### config.mk
export PLATFORM = sky130hd
export DESIGN_NAME = length_prefixed_packet_deframer_unit
export DESIGN_NICKNAME = d
export VERILOG_FILES = /design/src/hdl/lpd_pkg.sv /design/src/hdl/lpd_front.sv /design/src/hdl/lpd_fifo.sv /design/src/hdl/lpd_back.sv /design/src/hdl/length_prefixed_packet_deframer_unit.sv
export SDC_FILE = /design/constraint.sdc
export NUM_CORES = 1
export LEC_CHECK = 0
export BUFFER_PORTS_ARGS = -buffer_cell sky130_fd_sc_hd__clkbuf_2
export CAP_MARGIN = 20
export CORE_ASPECT_RATIO = 2
export CORE_UTILIZATION = 45
export CTS_CLUSTER_DIAMETER = 100
export DETAILED_ROUTE_END_ITERATION = 6
export PLACE_DENSITY = 0.7
export SETUP_SLACK_MARGIN = 0.05
export SLEW_MARGIN = 20
export SYNTH_ARGS = -nofsm -noshare
export SYNTH_HDL_FRONTEND = slang
export SYNTH_SLANG_ARGS = --single-unit
export TNS_END_PERCENT = 50
### constraint.sdc
create_clock -name clk -period 6.1 [get_ports clk]
set_clock_uncertainty 0.15 [all_clocks]
set_input_delay 0.61 -clock clk [delete_from_list [all_inputs] [get_ports clk]]
set_output_delay 0.61 -clock clk [all_outputs]
set_load 0.05 [all_outputs]
### src/hdl/lpd_pkg.sv
// ----------------------------------------------------------------------------
// lpd_pkg
// Shared types and constants of the length-prefixed packet deframer.
// ----------------------------------------------------------------------------
package lpd_pkg;

  localparam int unsigned HDR_BYTES    = 9;
  localparam int unsigned MAX_PKT_W    = 17;
  localparam logic [MAX_PKT_W-1:0] MAX_PKT_RESET = 17'd4096;
  localparam logic [7:0]  BYTE_MASK    = 8'hFF;

  localparam logic KIND_HEADER = 1'b0;
  localparam logic KIND_BODY   = 1'b1;

  localparam int unsigned CFG_ADDR_W   = 3;
  localparam logic [0:0]  REG_MAX_PKT  = 1'b0;

  typedef struct packed {
    logic        kind;
    logic [7:0]  body_byte;
    logic        last;
    logic [31:0] body_length;
    logic [31:0] header_value;
    logic [7:0]  packet_type;
    logic        oversize;
  } lpd_entry_t;

endpackage

### src/hdl/lpd_front.sv
// ----------------------------------------------------------------------------
// lpd_front
// Header assembly and per-beat classification; emits one queue entry per
// header and per delivered body byte, drops skipped body bytes.
// ----------------------------------------------------------------------------
module lpd_front (
  input  logic                            clk,
  input  logic                            rst_n,
  input  logic                            accept,
  input  logic [7:0]                      data_byte,
  input  logic [lpd_pkg::MAX_PKT_W-1:0]   max_pkt,
  output logic                            wr_valid,
  output lpd_pkg::lpd_entry_t             wr_entry
);

  typedef enum logic [1:0] {
    PH_HEADER = 2'd0,
    PH_BODY   = 2'd1,
    PH_SKIP   = 2'd2
  } phase_t;

  phase_t      phase_r, phase_nxt;
  logic [3:0]  hdr_cnt_r, hdr_cnt_nxt;
  logic [31:0] length_r, length_nxt;
  logic [31:0] value_r, value_nxt;
  logic [7:0]  type_r, type_nxt;
  logic [31:0] remain_r, remain_nxt;

  logic [32:0] total;
  logic        over;
  logic        len_zero;
  logic        rem_le1;
  logic [31:0] remain_dec;

  assign total      = {1'b0, length_r} + 33'(lpd_pkg::HDR_BYTES);
  assign over       = total > {16'd0, max_pkt};
  assign len_zero   = (length_r == 32'd0);
  assign rem_le1    = (remain_r <= 32'd1);
  assign remain_dec = (remain_r != 32'd0) ? remain_r - 32'd1 : remain_r;

  always_comb begin
    phase_nxt   = phase_r;
    hdr_cnt_nxt = hdr_cnt_r;
    length_nxt  = length_r;
    value_nxt   = value_r;
    type_nxt    = type_r;
    remain_nxt  = remain_r;
    wr_valid    = 1'b0;
    wr_entry.kind         = lpd_pkg::KIND_HEADER;
    wr_entry.body_byte    = 8'd0;
    wr_entry.last         = 1'b0;
    wr_entry.body_length  = length_r;
    wr_entry.header_value = value_r;
    wr_entry.packet_type  = type_r;
    wr_entry.oversize     = 1'b0;
    if (accept) begin
      unique case (phase_r)
        PH_SKIP: begin
          remain_nxt = remain_dec;
          if (rem_le1) begin
            phase_nxt = PH_HEADER;
          end
        end
        PH_BODY: begin
          wr_valid           = 1'b1;
          wr_entry.kind      = lpd_pkg::KIND_BODY;
          wr_entry.body_byte = data_byte & lpd_pkg::BYTE_MASK;
          wr_entry.last      = rem_le1;
          remain_nxt         = remain_dec;
          if (rem_le1) begin
            phase_nxt = PH_HEADER;
          end
        end
        default: begin
          // header assembly, little-endian words shift in from the top
          phase_nxt   = PH_HEADER;
          hdr_cnt_nxt = hdr_cnt_r + 4'd1;
          if (hdr_cnt_r < 4'd4) begin
            length_nxt = {data_byte, length_r[31:8]};
          end else if (hdr_cnt_r < 4'd8) begin
            value_nxt = {data_byte, value_r[31:8]};
          end else begin
            type_nxt = data_byte;
          end
          if (hdr_cnt_r == 4'(lpd_pkg::HDR_BYTES - 1)) begin
            wr_valid             = 1'b1;
            wr_entry.kind        = lpd_pkg::KIND_HEADER;
            wr_entry.last        = len_zero;
            wr_entry.packet_type = data_byte;
            wr_entry.oversize    = over;
            hdr_cnt_nxt          = 4'd0;
            if (over && !len_zero) begin
              remain_nxt = length_r;
              phase_nxt  = PH_SKIP;
            end else if (!over && (data_byte != 8'd0) && !len_zero) begin
              remain_nxt = length_r;
              phase_nxt  = PH_BODY;
            end else begin
              remain_nxt = 32'd0;
              phase_nxt  = PH_HEADER;
            end
          end
        end
      endcase
    end
  end

  always_ff @(posedge clk) begin
    if (!rst_n) begin
      phase_r   <= PH_HEADER;
      hdr_cnt_r <= 4'd0;
      length_r  <= 32'd0;
      value_r   <= 32'd0;
      type_r    <= 8'd0;
      remain_r  <= 32'd0;
    end else begin
      phase_r   <= phase_nxt;
      hdr_cnt_r <= hdr_cnt_nxt;
      length_r  <= length_nxt;
      value_r   <= value_nxt;
      type_r    <= type_nxt;
      remain_r  <= remain_nxt;
    end
  end

  a_body_rem: assert property (@(posedge clk) disable iff (!rst_n)
    (phase_r == PH_BODY || phase_r == PH_SKIP) |-> (remain_r != 32'd0))
    else $error("body/skip phase with zero remaining count");

  a_hdr_cnt: assert property (@(posedge clk) disable iff (!rst_n)
    hdr_cnt_r < 4'(lpd_pkg::HDR_BYTES))
    else $error("header byte count out of range");

  a_skip_silent: assert property (@(posedge clk) disable iff (!rst_n)
    (phase_r == PH_SKIP) |-> !wr_valid)
    else $error("entry emitted while skipping");

endmodule

### src/hdl/lpd_fifo.sv
// ----------------------------------------------------------------------------
// lpd_fifo
// Short flop-based queue between front and back.
// ----------------------------------------------------------------------------
module lpd_fifo #(
  parameter int unsigned DEPTH = 4
) (
  input  logic                 clk,
  input  logic                 rst_n,
  input  logic                 wr_en,
  input  lpd_pkg::lpd_entry_t  wr_data,
  input  logic                 rd_en,
  output lpd_pkg::lpd_entry_t  rd_data,
  output logic                 is_full,
  output logic                 is_empty
);

  localparam int unsigned PTR_W = (DEPTH > 1) ? $clog2(DEPTH) : 1;
  localparam int unsigned CNT_W = $clog2(DEPTH + 1);

  lpd_pkg::lpd_entry_t mem_r [DEPTH];
  logic [PTR_W-1:0] wr_ptr_r, wr_ptr_nxt;
  logic [PTR_W-1:0] rd_ptr_r, rd_ptr_nxt;
  logic [CNT_W-1:0] count_r, count_nxt;

  assign is_full  = (count_r == CNT_W'(DEPTH));
  assign is_empty = (count_r == '0);
  assign rd_data  = mem_r[rd_ptr_r];

  always_comb begin
    wr_ptr_nxt = wr_ptr_r;
    rd_ptr_nxt = rd_ptr_r;
    count_nxt  = count_r;
    if (wr_en) begin
      wr_ptr_nxt = (wr_ptr_r == PTR_W'(DEPTH - 1)) ? '0 : wr_ptr_r + PTR_W'(1);
    end
    if (rd_en) begin
      rd_ptr_nxt = (rd_ptr_r == PTR_W'(DEPTH - 1)) ? '0 : rd_ptr_r + PTR_W'(1);
    end
    if (wr_en && !rd_en) begin
      count_nxt = count_r + CNT_W'(1);
    end else if (!wr_en && rd_en) begin
      count_nxt = count_r - CNT_W'(1);
    end
  end

  always_ff @(posedge clk) begin
    if (wr_en) begin
      mem_r[wr_ptr_r] <= wr_data;
    end
  end

  always_ff @(posedge clk) begin
    if (!rst_n) begin
      wr_ptr_r <= '0;
      rd_ptr_r <= '0;
      count_r  <= '0;
    end else begin
      wr_ptr_r <= wr_ptr_nxt;
      rd_ptr_r <= rd_ptr_nxt;
      count_r  <= count_nxt;
    end
  end

  a_no_overflow: assert property (@(posedge clk) disable iff (!rst_n)
    is_full |-> !wr_en || rd_en)
    else $error("queue overflow");

  a_no_underflow: assert property (@(posedge clk) disable iff (!rst_n)
    rd_en |-> !is_empty)
    else $error("queue underflow");

endmodule

### src/hdl/lpd_back.sv
// ----------------------------------------------------------------------------
// lpd_back
// Result stage: drains the queue into the output register.
// ----------------------------------------------------------------------------
module lpd_back (
  input  logic                 clk,
  input  logic                 rst_n,
  input  logic                 q_empty,
  input  lpd_pkg::lpd_entry_t  q_data,
  output logic                 q_pop,
  input  logic                 pop,
  output logic                 empty,
  output lpd_pkg::lpd_entry_t  res
);

  logic                out_valid_r, out_valid_nxt;
  lpd_pkg::lpd_entry_t res_r;

  assign q_pop         = !q_empty && (!out_valid_r || pop);
  assign out_valid_nxt = q_pop || (out_valid_r && !pop);
  assign empty         = !out_valid_r;
  assign res           = res_r;

  always_ff @(posedge clk) begin
    if (!rst_n) begin
      out_valid_r <= 1'b0;
    end else begin
      out_valid_r <= out_valid_nxt;
    end
  end

  always_ff @(posedge clk) begin
    if (q_pop) begin
      res_r <= q_data;
    end
  end

endmodule

### src/hdl/length_prefixed_packet_deframer_unit.sv
// Path: a result beat is written into the entry queue at the edge that
// accepts its input beat, then loaded into the output register once it is
// at the queue head and the result side has room.
// Throughput: one input beat per cycle while full is low; full rises only
// when the internal queue is full because the result side is stalled.
// Reset: synchronous active-low; parser returns to header assembly,
// queue and output register empty, max_packet_bytes = 4096.
// ----------------------------------------------------------------------------
// length_prefixed_packet_deframer_unit
// Top level: APB register, front parser, entry queue, result stage.
// ----------------------------------------------------------------------------
module length_prefixed_packet_deframer_unit #(
  parameter int unsigned QUEUE_DEPTH = 4
) (
  input  logic                               clk,
  input  logic                               rst_n,
  input  logic                               push,
  output logic                               full,
  input  logic [7:0]                         in_data_byte,
  output logic                               empty,
  input  logic                               pop,
  output logic                               out_kind,
  output logic [7:0]                         out_body_byte,
  output logic                               out_last,
  output logic [31:0]                        out_body_length,
  output logic [31:0]                        out_header_value,
  output logic [7:0]                         out_packet_type,
  output logic                               out_oversize,
  input  logic                               psel,
  input  logic                               penable,
  input  logic                               pwrite,
  input  logic [lpd_pkg::CFG_ADDR_W-1:0]     paddr,
  input  logic [31:0]                        pwdata,
  output logic [31:0]                        prdata,
  output logic                               pready
);

  logic [lpd_pkg::MAX_PKT_W-1:0] max_pkt_r;
  logic                          reg_hit;
  logic                          accept;
  logic                          fr_valid;
  lpd_pkg::lpd_entry_t           fr_entry;
  lpd_pkg::lpd_entry_t           q_data;
  logic                          q_full;
  logic                          q_empty;
  logic                          q_pop;
  lpd_pkg::lpd_entry_t           res;

  assign pready  = 1'b1;
  assign reg_hit = (paddr[2] == lpd_pkg::REG_MAX_PKT);
  assign prdata  = reg_hit ? {15'd0, max_pkt_r} : 32'd0;

  always_ff @(posedge clk) begin
    if (!rst_n) begin
      max_pkt_r <= lpd_pkg::MAX_PKT_RESET;
    end else if (psel && penable && pwrite && pready && reg_hit) begin
      max_pkt_r <= pwdata[lpd_pkg::MAX_PKT_W-1:0];
    end
  end

  assign full   = q_full;
  assign accept = push && !q_full;

  lpd_front u_front (
    .clk       (clk),
    .rst_n     (rst_n),
    .accept    (accept),
    .data_byte (in_data_byte),
    .max_pkt   (max_pkt_r),
    .wr_valid  (fr_valid),
    .wr_entry  (fr_entry)
  );

  lpd_fifo #(
    .DEPTH (QUEUE_DEPTH)
  ) u_fifo (
    .clk      (clk),
    .rst_n    (rst_n),
    .wr_en    (fr_valid),
    .wr_data  (fr_entry),
    .rd_en    (q_pop),
    .rd_data  (q_data),
    .is_full  (q_full),
    .is_empty (q_empty)
  );

  lpd_back u_back (
    .clk     (clk),
    .rst_n   (rst_n),
    .q_empty (q_empty),
    .q_data  (q_data),
    .q_pop   (q_pop),
    .pop     (pop),
    .empty   (empty),
    .res     (res)
  );

  assign out_kind         = res.kind;
  assign out_body_byte    = res.body_byte;
  assign out_last         = res.last;
  assign out_body_length  = res.body_length;
  assign out_header_value = res.header_value;
  assign out_packet_type  = res.packet_type;
  assign out_oversize     = res.oversize;

endmodule
# Word level (Yosys, flattened, before mapping)
# Memories as Yosys holds them, arrays and structs flattened. A register that Yosys moved wholly into a read port is not among the register bits.
# Index checks and enable logic that the tools add are counted.
[word_totals] ff_bits=135 latch_bits=0 word_cells=98 ramBits=332 memories=1 rom_bits=0 in_bits=50 output_inout_bits=118
[classes] add_sub_neg=7 n_mux=29 shifts=0 n_reduce_logical=34 magnitude_cmp=4 mul=0 bitwise_logic=4 n_eq_ne=8 n_div=0
[mem_list] name="u_fifo.mem_r" words=4 word_bits=83 rd=1 rd_clocked_by_memory_dff=1 wr=1 line_no="lpd_fifo.sv:21" rtl="lpd_pkg::lpd_entry_t mem_r [DEPTH];"
[op_table] cell="32-bit two-way mux" n=5
[op_table] cell="32-bit by 4-bit adder with 33-bit output, second input constant" n=1
[op_table] cell="33-bit by 17-bit > comparator with 1-bit output" n=1
[op_table] cell="32-bit by 1-bit <= comparator with 1-bit output, second input constant" n=1
[op_table] cell="32-bit zero test" n=1
[op_table] cell="32-bit nonzero test" n=1
[op_table] cell="32-bit by 1-bit subtractor with 32-bit output, second input constant" n=1
[op_table] cell="9-bit two-way mux" n=3
[op_table] cell="17-bit two-way mux" n=1
[op_table] cell="2-bit two-way mux" n=6
[op_table] cell="1-bit logical AND" n=11
[op_table] cell="10-bit two-way mux" n=1
[op_table] cell="1-bit zero test" n=8
[op_table] cell="8-bit two-way mux" n=1
[op_table] cell="4-bit AND reduction" n=2
[op_table] cell="8-bit nonzero test" n=1
[op_table] cell="1-bit two-way mux" n=7
[op_table] cell="2-bit equality test, second input constant" n=3
[op_table] cell="3-bit two-way mux" n=2
[op_table] cell="3-bit AND reduction" n=2
[op_table] cell="2-bit by 1-bit adder with 2-bit output, second input constant" n=2
[op_table] cell="4-bit by 1-bit adder with 4-bit output, second input constant" n=1
[op_table] cell="4-bit equality test, second input constant" n=1
[op_table] cell="4-bit by 3-bit less-than comparator with 1-bit output, second input constant" n=1
[op_table] cell="14 further kinds" n=22

# Depth between registers and ports, before layout
# Gate-level depths: netlist of run 1.
[depth] word_depth=9 mapped_depth=14

# Hierarchy
# Synthesis of run 1 repeated with hierarchy kept, for this count alone.
[unflattened] hier_cells=1551 hier_area_um2=22226.3
[by_module_without_submodules] module="lpd_fifo" seq_area_each_um2=10149.7 area_each_um2=12435.7 n_inst=1 cells_per_inst=477
[by_module_without_submodules] module="lpd_front" seq_area_each_um2=2202.1 area_each_um2=6289.8 n_inst=1 cells_per_inst=874
[by_module_without_submodules] module="lpd_back" seq_area_each_um2=2512.4 area_each_um2=2539.9 n_inst=1 cells_per_inst=88
[by_module_without_submodules] module="length_prefixed_packet_deframer_unit" seq_area_each_um2=340.3 area_each_um2=960.9 n_inst=1 cells_per_inst=112

# Worst setup path before layout of run 1
# No wires, ideal clock.
[synth_timing] path_type="in2reg" startpoint="in pop" endpoint="reg u_fifo.count_r[2]" setup_time_ns=0.076 n_path_buf=0 setup_slack_ns=-0.482 arrival_time_ns=6.357 path_stages=9 cell_sequence="inv_1 -> a21oi_1 -> inv_1 -> ha_1 -> inv_1 -> fa_1 -> xor2_1 -> or3_1 -> a21boi_0"
[synth_between] elab_chain_len=5 elab_cells_between_ends=7 classes_between="mux: 1; reduce/logical: 6"
[synth_rtl] element="start, declared" line_no="length_prefixed_packet_deframer_unit.sv:21" rtl="input logic pop,"
[synth_rtl] element="1-bit logical OR (*)" line_no="lpd_back.sv:19" rtl="assign q_pop = !q_empty && (!out_valid_r || pop);"
[synth_rtl] element="1-bit logical AND (*)" line_no="lpd_back.sv:19"
[synth_rtl] element="named net q_pop" line_no="length_prefixed_packet_deframer_unit.sv:46" rtl="logic q_pop;"
[synth_rtl] element="1-bit zero test" line_no="lpd_fifo.sv:40" rtl="if (wr_en && !rd_en) begin"
[synth_rtl] element="1-bit logical AND" line_no="lpd_fifo.sv:40"
[synth_rtl] element="3-bit two-way mux or 2-bit nonzero test (tied branches)"
[synth_rtl] element="end signal, assigned" line_no="lpd_fifo.sv:61" rtl="count_r <= count_nxt;"
[synth_rtl] element="end, declared" line_no="lpd_fifo.sv:24" rtl="logic [CNT_W-1:0] count_r, count_nxt;"
# The timed path passes the listed nets; every way through them passes the cells marked *.
# A chain may end at the register's enable or synchronous reset.

# Final worst setup path of run 1
[layout_timing] startpoint="reg u_front.length_r[2]" endpoint="reg u_front.remain_r[9]"
[layout_between] elab_chain_len=9 elab_cells_between_ends=12 classes_between="add/sub: 1; order compare: 1; mux: 4; reduce/logical: 6"
[layout_rtl] element="start, declared" line_no="lpd_front.sv:24" rtl="logic [31:0] length_r, length_nxt;"
[layout_rtl] element="start signal, assigned" line_no="lpd_front.sv:119" rtl="length_r <= length_nxt;"
[layout_rtl] element="32-bit by 4-bit adder with 33-bit output" line_no="lpd_front.sv:35" rtl="assign total = {1'b0, length_r} + 33'(lpd_pkg::HDR_BYTES);"
[layout_rtl] element="33-bit by 17-bit > comparator with 1-bit output" line_no="lpd_front.sv:36" rtl="assign over = total > {16'd0, max_pkt};"
[layout_rtl] element="1-bit zero test" line_no="lpd_front.sv:95" rtl="end else if (!over && (data_byte != 8'd0) && !len_zero) begin"
[layout_rtl] element="1-bit logical AND (2 in a row)" line_no="lpd_front.sv:95"
[layout_rtl] element="32-bit two-way mux" line_no="lpd_front.sv:95"
[layout_rtl] element="32-bit two-way mux (*)" line_no="lpd_front.sv:92" rtl="if (over && !len_zero) begin"
[layout_rtl] element="32-bit two-way mux (*)" line_no="lpd_front.sv:85" rtl="if (hdr_cnt_r == 4'(lpd_pkg::HDR_BYTES - 1)) begin"
[layout_rtl] element="32-bit two-way mux (*)" line_no="lpd_front.sv:57" rtl="unique case (phase_r)"
[layout_rtl] element="end signal, assigned" line_no="lpd_front.sv:122" rtl="remain_r <= remain_nxt;"
[layout_rtl] element="end, declared" line_no="lpd_front.sv:27" rtl="logic [31:0] remain_r, remain_nxt;"
# Mark *: on every way between the ends. The rest lies on a longest branch, timed or not. The select of a mux whose other input is x is not followed.

==> impl_metrics.py, run 1 <==
metrics = {
    "final_layout": {
        "fillCellCount": 4063,
        "mostFrequentLayoutCell": "edfxtp_1",
        "regArea_sq_um": 15200,
        "layoutNonFillerInstCount": 2339,
        "diodes": 0,
        "multi_input_area_sq_um": 6520,
        "layout_common_cells": "415 x edfxtp_1, 213 x nand2_1, 134 x clkbuf_2, 133 x dfxtp_1, 83 x mux4_2",
        "fin_area_sq_um": 25200,
        "syn2layout_area_growth_pct": 12.8,
        "nets": 1740,
        "drive_above_1_share_pct": 20.5,
    },
    "placement": {
        "numPortBuffers": 134,
        "place_congestion": 0.868,
        "hpwl_um": 33100,
        "dp_cells": 2254,
        "pre_cts_ws_ps": 1720,
        "place_area_sq_um": 23500,
    },
    "synth": {
        "ys_ff_latch": 550,
        "synth_edf_count": 415,
        "yosysWarnings": 0,
        "async_flop_share_pct": 0,
        "synth_flop_cell": "edfxtp_1",
        "postSynthAreaPerCell_sq_um": 14.3,
        "synth_area_sq_um": 22300,
        "synth_top_area_share_pct": 55.8,
        "seq_area_frac_synth_pct": 67.9,
        "ys_types": 77,
        "synthTopCellsByArea": "edfxtp_1 56%, dfxtp_1 12%, mux4_2 8.4%",
        "syn_inst": 1566,
        "yosys.area.top_type": "edfxtp_1",
    },
    "critical_path": {
        "cp.required_ps": 6360,
        "critical_path.max_fanout": 12,
        "cp.arrival_ps": 4730,
        "worstSetupStartpointType": "flip-flop",
        "cp_slowest_cell": "dfxtp_1",
        "crit_chain": "a21oi_1 -> nor3_1 -> nand3_1 -> xnor2_1 -> ha_1 -> a21oi_1 -> o21ai_0 -> a211oi_1 -> a21oi_1 -> a21o_1 -> o31ai_4 -> a221oi_1",
        "worstSetupPathType": "flip-flop to flip-flop",
        "crit_path_end_kind": "flip-flop",
        "crit_family": "compound AO/OA/AOI/OAI gates",
        "max_stage_delay_ps": 710,
        "critPathBufInv": 0,
        "path_common_cell": "a21oi_1",
    },
    "timing": {
        "rsz0062_at_grt": "no",
        "fin_hold_ws_ps": 108,
        "setup_viol": 0,
        "setup_ws_ps": 1620,
        "drv_slew": 0,
        "fmax_mhz": 223,
        "hold_viol_final": 0,
        "tns_ps": 0,
        "slew-limit-headroom_pct": 28.0,
        "worst_pin_slew_ps": 1070,
        "period_share_pct": 73.4,
        "finalCriticalPeriod_ps": 4480,
    },
    "floorplanning": {
        "chipHeight_um": 317,
        "core-area_sq_um": 49100,
        "dieWidth_um": 159,
        "ioPinCount": 168,
        "core.rowCount": 115,
        "initial_utilization_pct": 45.5,
        "die_area_sq_um": 50500,
    },
    "power": {
        "p_per_area_nw_per_um2": 408,
        "irDropWorstVdd_mv": 0.318,
        "p_leak_nw": 8.52,
    },
    "route": {
        "via_per_inst": 5.68,
        "wl_um": 51000,
        "met2_wirelength_um": 28200,
        "wire_per_inst_um": 21.8,
        "drc_errors": 0,
        "maxUsedRoutingLayer": "met4",
        "drt_iter0_markers": 793,
        "drtAntennaViolNets": 0,
        "vias": 13276,
        "m1WireLength_um": 17900,
        "wl_met3_um": 2040,
        "drtPass1Iterations": 5,
    },
    "hold_path": {
        "hold_path_class": "input pin to flip-flop",
    },
    "global_routing": {
        "grtUsageTotal_pct": 20.5,
        "grt_start_max_net_pins": 78,
        "grt-ovfl-total": 0,
        "antenna_found_initial": 0,
        "grt_first_pass_wirelength_um": 78600,
        "grt_pass1_vias": 13574,
    },
    "clocking": {
        "clockRootBuffer": "clkbuf_16",
        "clk_latency_ps": 570,
        "cts_num_sinks": 550,
        "cts_setup_buffers": 0,
        "hold_buffers": 0,
        "cts_tree": "yes",
        "cts.htree.levels": 2,
        "cts_max_path_buffers": 3,
        "cts_buffers": 46,
        "ctsResizeCount": 0,
        "clk_pin_slew_ps": 70,
    },
    "outcome": {
        "status": "completed",
    },
    "flow_run": {
        "drv_cap": 0,
    },
}
## layer usage
layer	GRT usage, %	vias to the layer above
met2	39.3	448
met3	2.28	147
met5	0	-
li1	-	6024
met1	21.6	6657
met4	11.9	0
## power by group
group	switching, mW	leakage, nW	total [mW]	internal [mW]
registers	0.265	4.93	4.74	4.48
logic	1.70	2.77	2.32	0.627
clock network	1.33	0.819	3.22	1.89
## cell families after synthesis
logic type | count (synthesis) | share of synthesized area (%)
XOR/XNOR | 23 | 0.903
flip-flops | 550 | 67.9
AND/OR/NAND/NOR | 448 | 9.54
adder cells (fa/ha/maj) | 31 | 1.77
multiplexers | 98 | 9.09
buffers and inverters | 163 | 3.17
other | 2 | 0.0337
AO/OA/AOI/OAI | 251 | 7.53
## area by class of cell
type                       instances  area share [%]
clock buffer                      63            5.49
clock inverter                    22            1.17
inverter                          41           0.611
multi-input combinational        867            25.9
sequential                       550            60.3
tap                              643            3.19
timing repair buffer             153            3.38
## worst min-delay path, cell delays in order
cell and delay, ps:
clkbuf_2 80, nand2_1 50, a21oi_1 50
## state kept, by name (all words and copies together), names as in the netlist, 2 cells and up
register	cells
u_front.value_r	32
u_back.res	83
u_front.hdr_cnt_r	4
u_fifo.rd_ptr_r	2
u_fifo.mem_r	332
u_fifo.count_r	3
u_front.remain_r	32
u_front.phase_r	2
max_pkt_r	17
u_front.type_r	8
u_fifo.wr_ptr_r	2
u_front.length_r	32
## metrics by stage
stage / total power, mW / utilization [%]
2_1_floorplan: 6.60 / -
3_3_place_gp: 7.16 / 47.9
3_5_place_dp: 7.19 / 47.9
4_1_cts: 10.4 / 51.3
5_1_grt: 10.6 / 51.3
6_report: 10.3 / 51.3
## synth_stat cells, drive strengths merged (4+ instances only)
library cell	n
a211oi	5
a21boi	77
a21oi	58
a22oi	11
a31oi	7
and2	9
and3	12
and4	7
buf	40
clkbuf	82
dfxtp	135
edfxtp	415
ha	30
inv	40
mux2	8
mux2i	7
mux4	83
nand2	214
nand3	24
nand4	19
nor2	76
nor2b	9
nor3	25
nor4	20
nor4b	4
o211ai	6
o21ai	48
o31ai	9
or3	11
or4	7
xnor2	10
xor2	13
## path summary, 6_finish.rpt
path | startpoint | end | slack [ps] | cells past startpoint
max | u_front.length_r[2] | u_front.remain_r[9] | 1620 | 12
min reg2reg | max_pkt_r[3] | max_pkt_r[3] | 310 | 2
min | pwdata[1] | max_pkt_r[1] | 110 | 3
max reg2reg | u_front.length_r[2] | u_front.remain_r[9] | 1620 | 12
Note: power is estimated with default switching activity, not from simulation.
==> run 2: changes to the inputs <==
- clock period: 6.1 -> 3.7 ns (I/O delays scaled with it)
==> impl_metrics.py, run 2 (synthesis gave the netlist of run 1 again) <==
metrics = {
    "outcome": {
        "status": "completed",
    },
    "floorplanning": {
        "chipHeight_um": 317,
        "dieWidth_um": 159,
        "die_area_sq_um": 50500,
        "ioPinCount": 168,
        "core-area_sq_um": 49100,
        "core.rowCount": 115,
        "initial_utilization_pct": 45.5,
    },
    "route": {
        "via_per_inst": 5.62,
        "drt_iter0_markers": 821,
        "vias": 13498,
        "drc_errors": 0,
        "wl_um": 50900,
        "wire_per_inst_um": 21.2,
        "drtPass1Iterations": 5,
        "drtAntennaViolNets": 0,
    },
    "flow_run": {
        "drv_cap": 0,
    },
    "timing": {
        "setup_ws_ps": 213,
        "rsz0062_at_grt": "no",
        "fmax_mhz": 287,
        "period_share_pct": 94.3,
        "finalCriticalPeriod_ps": 3490,
        "slew-limit-headroom_pct": 33.5,
        "worst_pin_slew_ps": 997,
        "tns_ps": 0,
        "fin_hold_ws_ps": 34.6,
        "drv_slew": 0,
        "setup_viol": 0,
        "hold_viol_final": 0,
    },
    "global_routing": {
        "met3_usage_pct": 2.60,
        "grt_first_pass_wirelength_um": 78500,
        "grt-ovfl-total": 0,
        "grt_pass1_vias": 13847,
        "gr-max-usage-layer": "met2",
        "use_met2_pct": 39.5,
        "use_met1_pct": 20.9,
        "antenna_found_initial": 0,
        "grtUsageTotal_pct": 20.5,
        "grt_start_max_net_pins": 84,
    },
    "power": {
        "p_leak_nw": 8.77,
        "irDropWorstVdd_mv": 0.479,
        "p_per_area_nw_per_um2": 654,
    },
    "critical_path": {
        "cp_slowest_cell": "or4b_1",
        "worstSetupPathType": "flip-flop to flip-flop",
        "crit_path_end_kind": "flip-flop",
        "critical_path.max_fanout": 5,
        "path_common_cell": "a21oi_1",
        "cp.arrival_ps": 3800,
        "r2r_cells": 13,
        "worstReg2RegStart": "u_front.length_r[0]",
        "cp.required_ps": 4020,
        "worstSetupStartpoint": "u_front.length_r[0]",
        "critPathBufInv": 0,
        "cp.depth": 13,
        "worstSetupStartpointType": "flip-flop",
        "crit_family": "compound AO/OA/AOI/OAI gates",
        "max_stage_delay_ps": 520,
        "crit_chain": "ha_1 -> a21oi_1 -> or3_4 -> nor2_1 -> xor2_1 -> ha_1 -> a21oi_1 -> o21ai_1 -> a211oi_2 -> a21oi_2 -> a21o_1 -> or4b_1 -> a21oi_1",
    },
    "clocking": {
        "cts_buffers": 46,
        "clk_latency_ps": 570,
        "cts_num_sinks": 550,
        "cts_tree": "yes",
        "cts.htree.levels": 2,
        "clockRootBuffer": "clkbuf_16",
        "clk_pin_slew_ps": 70,
        "cts_max_path_buffers": 3,
    },
    "final_layout": {
        "layoutNonFillerInstCount": 2402,
        "fillCellCount": 4038,
        "drive_above_1_share_pct": 22.5,
        "layout_common_cells": "415 x edfxtp_1, 213 x nand2_1, 134 x clkbuf_2, 133 x dfxtp_1, 83 x mux4_2",
        "multi_input_area_sq_um": 6550,
        "nets": 1803,
        "diodes": 0,
        "fin_area_sq_um": 25700,
        "regArea_sq_um": 15200,
        "mostFrequentLayoutCell": "edfxtp_1",
        "largest_reg_flops": 332,
        "largest-register": "u_fifo.mem_r",
        "syn2layout_area_growth_pct": 14.9,
    },
    "placement": {
        "hpwl_um": 33500,
        "pre_cts_ws_ps": 152,
        "dp_cells": 2300,
        "numPortBuffers": 134,
        "place_congestion": 0.908,
        "place_area_sq_um": 23900,
    },
    "hold_path": {
        "hold_depth": 3,
        "hold_path_class": "input pin to flip-flop",
        "min_from": "in_data_byte[6]",
    },
}
## run 2: what timing repair did
action | CTS | global route
endpoints found under the hold margin | 17 | 0
endpoints found under the setup margin | 0 | 13
buffers inserted | 0 | 0
resized for setup | 0 | 5
hold buffers | 17 | 0
## run 2: routing by layer
layer	routed length, um	vias to the layer above
met3	2400	154
met2	27900	485
met5	0	-
met4	3010	0
li1	-	6139
met1	17500	6720
## run 2: stage by stage
step / total power [mW] / util, %
2_1_floorplan: 10.9 / -
3_3_place_gp: 11.9 / 48.7
3_5_place_dp: 11.9 / 48.7
4_1_cts: 17.0 / 52.2
5_1_grt: 17.4 / 52.3
6_report: 16.8 / 52.3
## run 2: where the power goes
part	leakage (nW)	internal, mW	switching (mW)
Clock	0.752	2.91	2.16
Sequential	4.93	7.37	0.318
Combinational	3.09	1.10	2.93
Total	8.77	11.4	5.40
## run 2: area by class of cell
cell class / instances / share of cell area, %
sequential: 550 / 59.1
multi-input combinational: 867 / 25.5
timing repair buffer: 216 / 5.42
clock buffer: 63 / 4.94
tap: 643 / 3.14
clock inverter: 22 / 1.23
inverter: 41 / 0.600
## run 2: worst paths after layout
path / to / slack (ps)
setup / recovery: u_front.phase_r[0] / 210
hold / removal: u_front.value_r[30] / 30
setup reg to reg: u_front.phase_r[0] / 210
hold reg to reg: max_pkt_r[1] / 310
## run 2: tightest hold or removal path: stages
cell and delay [ps]:
clkbuf_2 180, nand2_1 90, a21boi_0 70
==> run 3: changes to the inputs <==
--- a/config.mk
+++ b/config.mk
@@ -12,4 +12,5 @@
 export CTS_CLUSTER_DIAMETER = 100
 export DETAILED_ROUTE_END_ITERATION = 6
+export GPL_TIMING_DRIVEN = 0
 export PLACE_DENSITY = 0.7
 export SETUP_SLACK_MARGIN = 0.05
==> constraint.sdc (replaced) <==
create_clock -name clk -period 3.7 [get_ports clk]
set_clock_uncertainty 0.15 [all_clocks]
set_input_delay 0 -clock clk [delete_from_list [all_inputs] [get_ports clk]]
set_output_delay 0 -clock clk [all_outputs]
set_load 0.05 [all_outputs]
==> impl_metrics.py, run 3 (synthesis gave the netlist of run 1 again) <==
metrics = {
    "outcome": {
        "status": "completed",
    },
    "critical_path": {
        "critical_path.max_fanout": 7,
        "cp_slowest_cell": "or3_1",
        "crit_chain": "clkbuf_8 -> nand4_4 -> or3_1 -> buf_2 -> xnor2_1 -> ha_1 -> and4_4 -> o311ai_0 -> a21oi_2 -> a21o_1 -> o31ai_4 -> buf_6 -> buf_4 -> a221oi_1",
        "worstReg2RegEnd": "u_front.remain_r[9]",
        "reg2reg_slack_ps": 130,
        "r2r_cells": 14,
        "cp.depth": 14,
        "worstReg2RegStart": "u_front.length_r[5]",
        "critPathBufInv": 4,
        "cp.required_ps": 4030,
        "worstSetupPathType": "flip-flop to flip-flop",
        "crit_path_end_kind": "flip-flop",
        "crit_family": "compound AO/OA/AOI/OAI gates",
        "max_stage_delay_ps": 390,
        "worstSetupStartpointType": "flip-flop",
        "cp.arrival_ps": 3890,
    },
    "clocking": {
        "cts.htree.levels": 2,
        "clockRootBuffer": "clkbuf_16",
        "clk_latency_ps": 580,
        "cts_buffers": 46,
        "cts_max_path_buffers": 3,
        "clk_pin_slew_ps": 70,
        "cts_tree": "yes",
        "cts_num_sinks": 550,
    },
    "floorplanning": {
        "die_area_sq_um": 50500,
        "chipHeight_um": 317,
        "core-area_sq_um": 49100,
        "dieWidth_um": 159,
        "initial_utilization_pct": 45.5,
        "ioPinCount": 168,
        "core.rowCount": 115,
    },
    "final_layout": {
        "largest-register": "u_fifo.mem_r",
        "mostFrequentLayoutCell": "edfxtp_1",
        "fillCellCount": 3919,
        "nets": 1905,
        "layoutNonFillerInstCount": 2504,
        "utilization_pct": 53.6,
        "diodes": 0,
        "syn2layout_area_growth_pct": 17.9,
        "layout_common_cells": "415 x edfxtp_1, 213 x nand2_1, 139 x clkbuf_2, 123 x dfxtp_1, 83 x mux4_2",
        "drive_above_1_share_pct": 22.0,
        "largest_reg_flops": 332,
    },
    "timing": {
        "fmax_mhz": 280,
        "rsz0062_at_grt": "yes",
        "worst_pin_slew_ps": 997,
        "fin_hold_ws_ps": 41.6,
        "setup_viol": 0,
        "slew-limit-headroom_pct": 32.9,
        "hold_viol_final": 0,
        "finalCriticalPeriod_ps": 3570,
        "period_share_pct": 96.4,
        "drv_slew": 0,
    },
    "power": {
        "irDropWorstVdd_mv": 0.655,
        "p_leak_nw": 9.05,
        "p_per_area_nw_per_um2": 637,
    },
    "route": {
        "drt_iter0_markers": 1007,
        "drtAntennaViolNets": 0,
        "wl_um": 56000,
        "drc_errors": 0,
        "vias": 13874,
        "drtPass1Iterations": 7,
        "via_per_inst": 5.54,
        "wire_per_inst_um": 22.4,
    },
    "global_routing": {
        "grtUsageTotal_pct": 22.5,
        "grt_start_max_net_pins": 46,
        "met3_usage_pct": 2.71,
        "grt_first_pass_wirelength_um": 84600,
        "use_met1_pct": 22.3,
        "antenna_found_initial": 1,
        "grt-ovfl-total": 0,
        "use_met2_pct": 43.3,
        "gr-max-usage-layer": "met2",
        "grt_pass1_vias": 14102,
    },
    "hold_path": {
        "min_from": "pwdata[10]",
        "hold_depth": 4,
        "hold_path_class": "input pin to flip-flop",
        "min_to": "max_pkt_r[10]",
    },
    "placement": {
        "dp_cells": 2366,
        "place_congestion": 0.948,
        "hpwl_um": 39800,
        "numPortBuffers": 132,
    },
    "flow_run": {
        "drv_cap": 0,
    },
}
==> run 3: layout make-up <==
| type | instances | area [sq um] | share of cell area [%] |
|---|---|---|---|
| Buffer | 121 | 632 | 2.40 |
| Clock buffer | 59 | 1260 | 4.79 |
| Clock inverter | 26 | 225 | 0.856 |
| Inverter | 41 | 154 | 0.585 |
| Multi-Input combinational cell | 867 | 6610 | 25.1 |
| Sequential cell | 550 | 15200 | 57.7 |
| Tap cell | 643 | 805 | 3.06 |
| Timing Repair Buffer | 197 | 1440 | 5.46 |
==> run 3: per-stage QoR <==
stage	instance area [sq um]	TNS, ps	worst slack (ps)	power [mW]
floorplan	22400	-68550	-413	10.9
global placement	23900	-527640	-2380	11.9
detailed placement	24100	-15750	-736	12.1
CTS	26100	0	51.0	16.9
global route	26300	-2.32	-2.32	17.4
finish	26300	0	132	16.8
==> run 3: worst max path at each step <==
stage | slack, ps | startpoint | endpoint
2_1_floorplan | -410 | u_fifo.count_r[0] | u_fifo.mem_r[2][0]
3_3_place_gp | -2380 | u_fifo.count_r[0] | u_fifo.mem_r[3][66]
3_5_place_dp | -740 | u_front.length_r[0] | u_front.remain_r[1]
4_1_cts | 50 | u_front.length_r[24] | u_front.remain_r[12]
5_1_grt | -2 | u_front.length_r[5] | u_front.remain_r[9]
6_report | 130 | u_front.length_r[5] | u_front.remain_r[9]
==> run 3: what timing repair did <==
item | 4_1_cts | 5_1_grt
endpoints found under the hold margin | 121 | 0
cloned | 0 | 1
pin swaps | 2 | 6
buffers inserted | 0 | 11
hold buffers | 42 | 0
setup endpoints to repair | 24 | 63
resized for setup | 33 | 39
==> run 3: layer usage <==
| layer | wire length [um] | vias to the layer above |
|---|---|---|
| met1 | 19200 | 6868 |
| li1 | - | 6355 |
| met3 | 2130 | 151 |
| met4 | 4010 | 0 |
| met2 | 30700 | 500 |
| met5 | 0 | - |
==> run 3: worst min-delay path, delay by kind of cell <==
kind | cells | cell delay [ps]
AND/OR/NAND/NOR | 1 | 40
buffers and inverters | 2 | 630
AO/OA/AOI/OAI | 1 | 50
==> run 3: power by group <==
group	switching (mW)	leakage, nW	internal (mW)	total [mW]
clock	2.19	0.741	2.64	4.83
sequential	0.215	4.93	7.36	7.57
combinational	3.14	3.38	1.24	4.38
total	5.54	9.05	11.2	16.8
